### config.mk
export PLATFORM = sky130hd
export DESIGN_NAME = pseudo_header_internet_checksum_top_flat
export DESIGN_NICKNAME = d
export VERILOG_FILES = /design/src/hdl/phc_pkg.sv /design/src/hdl/phc_if.sv /design/src/hdl/pseudo_header_internet_checksum_top.sv /design/src/hdl/phc_hdr_sum.sv /design/src/hdl/phc_accum.sv /design/src/flat_wrapper.sv
export SDC_FILE = /design/constraint.sdc
export NUM_CORES = 1
export LEC_CHECK = 0
export ABC_AREA = 1
export ABC_CLOCK_PERIOD_IN_PS = 6200
export BUFFER_PORTS_ARGS = -buffer_cell sky130_fd_sc_hd__buf_2
export CAP_MARGIN = 20
export CORE_ASPECT_RATIO = 0.6
export CORE_MARGIN = 3
export CORE_UTILIZATION = 63
export DETAILED_ROUTE_END_ITERATION = 7
export GPL_TIMING_DRIVEN = 0
export PLACE_DENSITY_LB_ADDON = 0.12
export SYNTH_ARGS = -nofsm -noshare
export SYNTH_HDL_FRONTEND = slang
export SYNTH_SLANG_ARGS = --single-unit
### constraint.sdc
create_clock -name clk -period 6.2 [get_ports clk]
set_clock_uncertainty 0.05 [all_clocks]
set_input_delay 0.62 -clock clk [delete_from_list [all_inputs] [get_ports clk]]
set_output_delay 0.62 -clock clk [all_outputs]
set_load 0.02 [all_outputs]
### src/hdl/phc_pkg.sv
// Shared types, widths and the ones' complement add for the pseudo-header checksum block.
package phc_pkg;

	localparam int unsigned BYTE_W = 8;
	localparam int unsigned WORD_W = 16;
	localparam int unsigned ADDR_W = 32;

	localparam logic [WORD_W-1:0] WORD_ZERO = '0;

	// One byte transaction after the input register, with the header sum already folded.
	typedef struct packed {
		logic [BYTE_W-1:0] data_byte;
		logic              first_byte;
		logic              last_byte;
		logic [WORD_W-1:0] hdr_sum;
	} phc_item_t;

	// 16-bit ones' complement add with end-around carry.
	function automatic logic [WORD_W-1:0] oc_add(input logic [WORD_W-1:0] a,
		input logic [WORD_W-1:0] b);
		logic [WORD_W:0] s;
		s = {1'b0, a} + {1'b0, b};
		return s[WORD_W-1:0] + {{(WORD_W-1){1'b0}}, s[WORD_W]};
	endfunction

endpackage

### src/hdl/phc_if.sv
// Channel interfaces of the pseudo-header checksum block: byte input, result output, config.
interface phc_in_if;
	logic        valid;
	logic        ready;
	logic [7:0]  data_byte;
	logic        first_byte;
	logic        last_byte;
	logic [31:0] source_addr;
	logic [31:0] dest_addr;
	logic [7:0]  protocol;
	logic [15:0] payload_length;

	modport source(output valid, data_byte, first_byte, last_byte, source_addr, dest_addr,
		protocol, payload_length, input ready);
	modport sink(input valid, data_byte, first_byte, last_byte, source_addr, dest_addr,
		protocol, payload_length, output ready);
endinterface

interface phc_out_if;
	logic        valid;
	logic        ready;
	logic [15:0] checksum_value;

	modport source(output valid, checksum_value, input ready);
	modport sink(input valid, checksum_value, output ready);
endinterface

interface phc_cfg_if;
	logic valid;
	logic ready;
	logic use_pseudo_header;

	modport source(output valid, use_pseudo_header, input ready);
	modport sink(input valid, use_pseudo_header, output ready);
endinterface

### src/hdl/pseudo_header_internet_checksum_top.sv
// Top level of the Internet checksum block with optional TCP/UDP pseudo-header.
//
// Channels: in_ch carries one packet byte per transaction with first/last marks and the
// pseudo-header fields (sampled only with the first byte). out_ch carries one checksum
// per packet, produced by the transaction that carries the last byte. cfg_ch writes the
// use_pseudo_header register; it is always ready and must only be written while idle.
//
// Throughput: one byte per cycle while no last byte is held (see Stall). The running-sum
// feedback is a single 16-bit ones' complement add per cycle; the six-word header sum is
// folded in front of the input register, so it never sits in that loop.
// A last byte passes the input register; its checksum sits in the output register.
//
// Reset: clears the running sum, pairing phase and pending byte, empties both registers
// and sets use_pseudo_header to 1.
// Stall: while a checksum waits on out_ch, bytes that do not end a packet keep flowing;
// a last byte holds in the input register until the output register frees up, and
// in_ch.ready stays low for as long as it is held.
module pseudo_header_internet_checksum_top
	import phc_pkg::*;
(
	input logic     clk,
	input logic     arst_n,
	phc_in_if.sink  in_ch,
	phc_out_if.source out_ch,
	phc_cfg_if.sink cfg_ch
);

	logic      use_pseudo_header_q;
	logic      valid_s1;
	phc_item_t item_s1;
	phc_item_t item_d;
	logic [WORD_W-1:0] hdr_sum;
	logic      in_accept;
	logic      advance;

	// Config register: always ready; it must be written only between packets, which the block does not enforce.
	assign cfg_ch.ready = 1'b1;

	always_ff @(posedge clk or negedge arst_n) begin
		if (!arst_n) begin
			use_pseudo_header_q <= 1'b1;
		end else if (cfg_ch.valid) begin
			use_pseudo_header_q <= cfg_ch.use_pseudo_header;
		end
	end

	// Fold the pseudo-header ahead of the input register.
	phc_hdr_sum u_hdr_sum (
		.enable         (use_pseudo_header_q),
		.source_addr    (in_ch.source_addr),
		.dest_addr      (in_ch.dest_addr),
		.protocol       (in_ch.protocol),
		.payload_length (in_ch.payload_length),
		.hdr_sum        (hdr_sum)
	);

	always_comb begin
		item_d.data_byte  = in_ch.data_byte;
		item_d.first_byte = in_ch.first_byte;
		item_d.last_byte  = in_ch.last_byte;
		item_d.hdr_sum    = hdr_sum;
	end

	// Advance the input register unless it holds a last byte and the result slot is busy.
	assign advance   = valid_s1 && (!item_s1.last_byte || !out_ch.valid || out_ch.ready);
	assign in_ch.ready = !valid_s1 || advance;
	assign in_accept = in_ch.valid && in_ch.ready;

	always_ff @(posedge clk or negedge arst_n) begin
		if (!arst_n) begin
			valid_s1 <= 1'b0;
		end else if (in_accept) begin
			valid_s1 <= 1'b1;
		end else if (advance) begin
			valid_s1 <= 1'b0;
		end
	end

	always_ff @(posedge clk) begin
		if (in_accept) begin
			item_s1 <= item_d;
		end
	end

	phc_accum u_accum (
		.clk            (clk),
		.arst_n         (arst_n),
		.advance        (advance),
		.item_s1        (item_s1),
		.out_ready      (out_ch.ready),
		.out_valid      (out_ch.valid),
		.checksum_value (out_ch.checksum_value)
	);

`ifndef SYNTHESIS
	// A last byte that moves on must produce a result in the next cycle.
	a_last_gives_result: assert property (@(posedge clk) disable iff (!arst_n)
		(advance && item_s1.last_byte) |=> out_ch.valid)
		else $error("last byte advanced without a result");

	// Never overwrite an unread result.
	a_no_overwrite: assert property (@(posedge clk) disable iff (!arst_n)
		(advance && item_s1.last_byte) |-> (!out_ch.valid || out_ch.ready))
		else $error("result overwritten while stalled");

	// Backpressure only comes from a held input register.
	a_ready_only_when_held: assert property (@(posedge clk) disable iff (!arst_n)
		!in_ch.ready |-> (valid_s1 && item_s1.last_byte && out_ch.valid && !out_ch.ready))
		else $error("input stalled without cause");
`endif

endmodule

### src/hdl/phc_hdr_sum.sv
// Folded ones' complement sum of the six TCP/UDP pseudo-header words, or zero when disabled.
module phc_hdr_sum
	import phc_pkg::*;
(
	input  logic              enable,
	input  logic [ADDR_W-1:0] source_addr,
	input  logic [ADDR_W-1:0] dest_addr,
	input  logic [BYTE_W-1:0] protocol,
	input  logic [WORD_W-1:0] payload_length,
	output logic [WORD_W-1:0] hdr_sum
);

	// Six 16-bit words sum to less than 2^19.
	logic [WORD_W+2:0] raw;
	logic [WORD_W:0]   fold1;
	logic [WORD_W-1:0] fold2;

	always_comb begin
		raw = {3'b000, source_addr[ADDR_W-1:WORD_W]}
			+ {3'b000, source_addr[WORD_W-1:0]}
			+ {3'b000, dest_addr[ADDR_W-1:WORD_W]}
			+ {3'b000, dest_addr[WORD_W-1:0]}
			+ {{(WORD_W-BYTE_W+3){1'b0}}, protocol}
			+ {3'b000, payload_length};
		// Fold the carries back in twice; the second fold cannot carry again.
		fold1 = {1'b0, raw[WORD_W-1:0]} + {{(WORD_W-2){1'b0}}, raw[WORD_W+2:WORD_W]};
		fold2 = fold1[WORD_W-1:0] + {{(WORD_W-1){1'b0}}, fold1[WORD_W]};
		hdr_sum = enable ? fold2 : WORD_ZERO;
	end

endmodule

### src/hdl/phc_accum.sv
// Running checksum state, byte pairing and the registered result.
module phc_accum
	import phc_pkg::*;
(
	input  logic              clk,
	input  logic              arst_n,
	input  logic              advance,
	input  phc_item_t         item_s1,
	input  logic              out_ready,
	output logic              out_valid,
	output logic [WORD_W-1:0] checksum_value
);

	logic [WORD_W-1:0] running_sum_q;
	logic [BYTE_W-1:0] pending_q;
	logic              odd_q;
	logic              out_valid_q;
	logic [WORD_W-1:0] checksum_q;

	logic [WORD_W-1:0] base;
	logic [BYTE_W-1:0] pend;
	logic              phase;
	logic [WORD_W-1:0] word;
	logic [WORD_W-1:0] new_sum;

	always_comb begin
		base  = item_s1.first_byte ? item_s1.hdr_sum : running_sum_q;
		pend  = item_s1.first_byte ? '0 : pending_q;
		phase = item_s1.first_byte ? 1'b0 : odd_q;
		if (phase) begin
			word = {pend, item_s1.data_byte};
		end else if (item_s1.last_byte) begin
			word = {item_s1.data_byte, {BYTE_W{1'b0}}};
		end else begin
			word = WORD_ZERO;
		end
		new_sum = oc_add(base, word);
	end

	always_ff @(posedge clk or negedge arst_n) begin
		if (!arst_n) begin
			running_sum_q <= '0;
			pending_q     <= '0;
			odd_q         <= 1'b0;
		end else if (advance) begin
			if (item_s1.last_byte || phase) begin
				running_sum_q <= item_s1.last_byte ? WORD_ZERO : new_sum;
				pending_q     <= '0;
				odd_q         <= 1'b0;
			end else begin
				running_sum_q <= new_sum;
				pending_q     <= item_s1.data_byte;
				odd_q         <= 1'b1;
			end
		end
	end

	always_ff @(posedge clk or negedge arst_n) begin
		if (!arst_n) begin
			out_valid_q <= 1'b0;
		end else if (advance && item_s1.last_byte) begin
			out_valid_q <= 1'b1;
		end else if (out_ready) begin
			out_valid_q <= 1'b0;
		end
	end

	always_ff @(posedge clk) begin
		if (advance && item_s1.last_byte) begin
			checksum_q <= ~new_sum;
		end
	end

	assign out_valid      = out_valid_q;
	assign checksum_value = checksum_q;

endmodule

### src/flat_wrapper.sv
// flat-port wrapper written by rule: the top's interface ports become plain ports
module pseudo_header_internet_checksum_top_flat import phc_pkg::*;
  (clk, arst_n, in_ch_valid, in_ch_data_byte, in_ch_first_byte, in_ch_last_byte, in_ch_source_addr, in_ch_dest_addr, in_ch_protocol, in_ch_payload_length, in_ch_ready, out_ch_valid, out_ch_checksum_value, out_ch_ready, cfg_ch_valid, cfg_ch_use_pseudo_header, cfg_ch_ready);
  phc_in_if in_ch_i ();
  phc_out_if out_ch_i ();
  phc_cfg_if cfg_ch_i ();
  input logic clk;
  input logic arst_n;
  input wire logic [$bits(in_ch_i.valid)-1:0] in_ch_valid;
  input wire logic [$bits(in_ch_i.data_byte)-1:0] in_ch_data_byte;
  input wire logic [$bits(in_ch_i.first_byte)-1:0] in_ch_first_byte;
  input wire logic [$bits(in_ch_i.last_byte)-1:0] in_ch_last_byte;
  input wire logic [$bits(in_ch_i.source_addr)-1:0] in_ch_source_addr;
  input wire logic [$bits(in_ch_i.dest_addr)-1:0] in_ch_dest_addr;
  input wire logic [$bits(in_ch_i.protocol)-1:0] in_ch_protocol;
  input wire logic [$bits(in_ch_i.payload_length)-1:0] in_ch_payload_length;
  output wire logic [$bits(in_ch_i.ready)-1:0] in_ch_ready;
  output wire logic [$bits(out_ch_i.valid)-1:0] out_ch_valid;
  output wire logic [$bits(out_ch_i.checksum_value)-1:0] out_ch_checksum_value;
  input wire logic [$bits(out_ch_i.ready)-1:0] out_ch_ready;
  input wire logic [$bits(cfg_ch_i.valid)-1:0] cfg_ch_valid;
  input wire logic [$bits(cfg_ch_i.use_pseudo_header)-1:0] cfg_ch_use_pseudo_header;
  output wire logic [$bits(cfg_ch_i.ready)-1:0] cfg_ch_ready;
  assign in_ch_i.valid = in_ch_valid;
  assign in_ch_i.data_byte = in_ch_data_byte;
  assign in_ch_i.first_byte = in_ch_first_byte;
  assign in_ch_i.last_byte = in_ch_last_byte;
  assign in_ch_i.source_addr = in_ch_source_addr;
  assign in_ch_i.dest_addr = in_ch_dest_addr;
  assign in_ch_i.protocol = in_ch_protocol;
  assign in_ch_i.payload_length = in_ch_payload_length;
  assign in_ch_ready = in_ch_i.ready;
  assign out_ch_valid = out_ch_i.valid;
  assign out_ch_checksum_value = out_ch_i.checksum_value;
  assign out_ch_i.ready = out_ch_ready;
  assign cfg_ch_i.valid = cfg_ch_valid;
  assign cfg_ch_i.use_pseudo_header = cfg_ch_use_pseudo_header;
  assign cfg_ch_ready = cfg_ch_i.ready;
  pseudo_header_internet_checksum_top u_core (.clk(clk), .arst_n(arst_n), .in_ch(in_ch_i), .out_ch(out_ch_i), .cfg_ch(cfg_ch_i));
endmodule
==> metrics <==
Pwr Density 604 nW/um^2; Synth cell types 45; 1st-pass router iterations 5; diode count 0; Worst Setup Slack, final -1.84 ns; Critical Path Slowest Stage Cell fa_1; Placer Congestion 0.977; largest net degree at the start of global routing 29; Mapped Cells 984; vias in the first global route just under 7000; gr usage total 32.4%; Simple-Gate Fraction of Synth Area about a quarter; grt ovf 0; clock buffer depth 2; first-pass GRT wire length 34400 um; Main synth FF type edfxtp_1; dpl hpwl 15700 um; num rows 30; fin. max-slew vios 0; Total Wirelength 23300 um; Worst setup EP type register; crit path buf inv count 16; Area Overhead vs Synth 27.6%; Setup Total Neg Slack -22.71 ns; Starting Density 65.5%; Placement Cell Area 8420 um^2; final worst path period share 130%; kind of critical path in2reg; Post-synth EDFFs 42; vias per cell 5.72; largest family of logic cells by synthesized area simple AND/OR/NAND/NOR gates; top cells by area, synth edfxtp_1 (17%), fa_1 (11%), ha_1 (11%), nand2_1 (11%), inv_1 (9.4%); adder-cell share of the synthesized area 22.8%; CP Data Arrival Time slightly above 8 ns; Core ar. 11400 um^2; fin area between 9000 and 10000 um^2; Worst VDD drop a little over 0.0003 V; via count 7615; top cell family by delay on the critical path adder cells; final setup fails 16; Post-Synth XOR/XNOR Area under 10%; Yosys Warn Count 0; Die H 90.5 um; Detail Route Antenna Nets 0; H-tree levels 3; Layout fillers 654; Worst Max-Slew Pin Slew between 0.7 and 0.8 ns; RSZ-0062 raised after global routing yes; WL/cell 17.5 um; Worst path max stage delay 0.59 ns; io pins 123; Yosys reg bits 70; Rel. slew slack a little over half; DRC 0; most frequent cells in the layout nand2_1 (193), inv_1 (181), buf_2 (117); Synth Area in Compound Gates 10.2%; fraction of layout instances using a drive strength above 1 29.8%; sequential fraction of the synthesis area 26.2%; CTS tree done; failing checks setup timing; Max Clk Rate ~0.12 GHz; Crit path required time 6.25 ns; status finished with violations; CP Max Fanout 4; syn nets between 1000 and 1500; HP Class in2async; Leakage 4.86 nW; post-synthesis mux area share less than 1%; Yosys top cell by area edfxtp_1; NumNets Final about 1400; min cycle time layout 8.04 ns; Post-synth ARST share around 40%; CTS sink count 70; startpoint types input port; Max Cap Viol 0; Port Buffers about 120; Die X 147 um; Mean Syn Cell Area about 7.6 um^2; Clock transition at path regs 0.06 ns; most used cell, CP buf_4; DRT iter0 DRCs roughly 940; total power between 0.005 and 0.006 W; area of the die 13300 um^2; Final Hold Viols 0; TritonCTS buffer count 9; top cell type's share of synthesized area 16.8%; most common cell after layout, fill and taps aside nand2_1; Netlist Area Pre-Place 7500 um^2; clk root buf clkbuf_16; initial antenna violation count 0; clock latency on the worst-skew pair between 0.3 and 0.4 ns
## final cells by class
class                      count  area, um^2  share of cell area [%]
sequential                    70        1960                    20.5
clock inverter                 4        23.8                   0.248
clock buffer                  12         236                    2.47
inverter                     195         732                    7.65
buffer                        12        56.3                   0.588
multi-input combinational    707        5280                    55.2
timing repair buffer         172        1080                    11.3
tap                          160         200                    2.09
## metal layers
metal / GRT usage [%] / wire, um / vias to the layer above
met1: 47.4 / 9640 / 3504
met5: 0 / 0 / -
met4: 7.05 / 531 / 0
met3: 11.4 / 3070 / 72
li1: - / - / 3519
met2: 46.5 / 10000 / 520
## where the power goes
part | switching (W) | internal [W] | leakage, nW
combinational | 0.00299 | 0.00158 | 3.96
clock | 0.000205 | 0.000270 | 0.130
sequential | 0.0000449 | 0.000686 | 0.768
total | 0.00324 | 0.00254 | 4.86
## path summary, 6_finish.rpt
kind,from,end,slack (ns),cells after the start
max,in_ch_source_addr[19],u_core.item_s1[15]$_SDFFCE_PN0P_,-1.84,49
min,arst_n,u_core.u_accum.running_sum_q[9]$_DFFE_PN0P_,0.25,1
max reg2reg,u_core.item_s1[17]$_DFFE_PP_,u_core.u_accum.running_sum_q[15]$_DFFE_PN0P_,0.89,26
min reg2reg,u_core.u_accum.running_sum_q[10]$_DFFE_PN0P_,u_core.u_accum.running_sum_q[10]$_DFFE_PN0P_,0.45,2
max in group asynchronous,arst_n,u_core.u_accum.pending_q[6]$_DFFE_PN0P_,5.38,1
min in group clk,in_ch_first_byte,u_core.item_s1[17]$_DFFE_PP_,0.40,1
## what timing repair did
item | in CTS | in global routing
endpoints found under the setup margin | 16 | 16
hold buffers | 0 | 0
pin swaps | 58 | 49
resized for setup | 76 | 56
setup buffers | 41 | 21
## registers in the layout (all words and copies together) (netlist names)
register	cells
u_core.item_s1	26
u_core.u_accum.checksum_value	16
u_core.u_accum.running_sum_q	16
u_core.u_accum.pending_q	8
u_core.u_accum.odd_q	1
u_core.u_accum.out_valid	1
u_core.use_pseudo_header_q	1
u_core.valid_s1	1
## per-stage QoR
| step | hold WS (ns) | setup slack [ns] | utilization [%] | std cells |
|---|---|---|---|---|
| after global routing | 0.304 | -2.16 | 83.6 | 1332 |
| after detailed placement | 0.424 | -2.90 | 73.6 | 1265 |
| after CTS | 0.280 | -1.43 | 81.1 | 1321 |
| final | 0.254 | -1.84 | 83.6 | 1332 |
| after floorplan | 0.274 | -1.05 | - | 984 |
| after global placement | 0.418 | -2.61 | 73.6 | 1265 |
## synthesized netlist by cell type, types with 2 or more instances
| cell | instances |
|---|---|
| ha_1 | 68 |
| nor3_1 | 4 |
| a21o_1 | 3 |
| nand3_1 | 59 |
| o21ai_1 | 6 |
| fa_1 | 43 |
| nand3b_1 | 2 |
| nand3_2 | 10 |
| nor2_4 | 2 |
| o21bai_1 | 6 |
| nand4_1 | 15 |
| nor2_1 | 75 |
| edfxtp_1 | 42 |
| xor2_1 | 20 |
| o21ai_2 | 3 |
| xnor2_1 | 13 |
| clkbuf_1 | 9 |
| nand2_1 | 218 |
| a31oi_1 | 3 |
| o22ai_1 | 18 |
| mux2_2 | 6 |
| nand2_2 | 20 |
| a21oi_1 | 41 |
| dfrtp_1 | 27 |
| inv_2 | 8 |
| a21boi_0 | 5 |
| nor2_2 | 11 |
| o21ai_0 | 44 |
| inv_1 | 187 |
## cells by family after synthesis
| kind of cell | count (synthesis) |
|---|---|
| buffers and inverters | 207 |
| other | 1 |
| AND/OR/NAND/NOR | 420 |
| flip-flops | 70 |
| adder cells (fa/ha/maj) | 111 |
| multiplexers | 6 |
| AO/OA/AOI/OAI | 134 |
| XOR/XNOR | 35 |
Note: power is estimated with default switching activity, not from simulation.
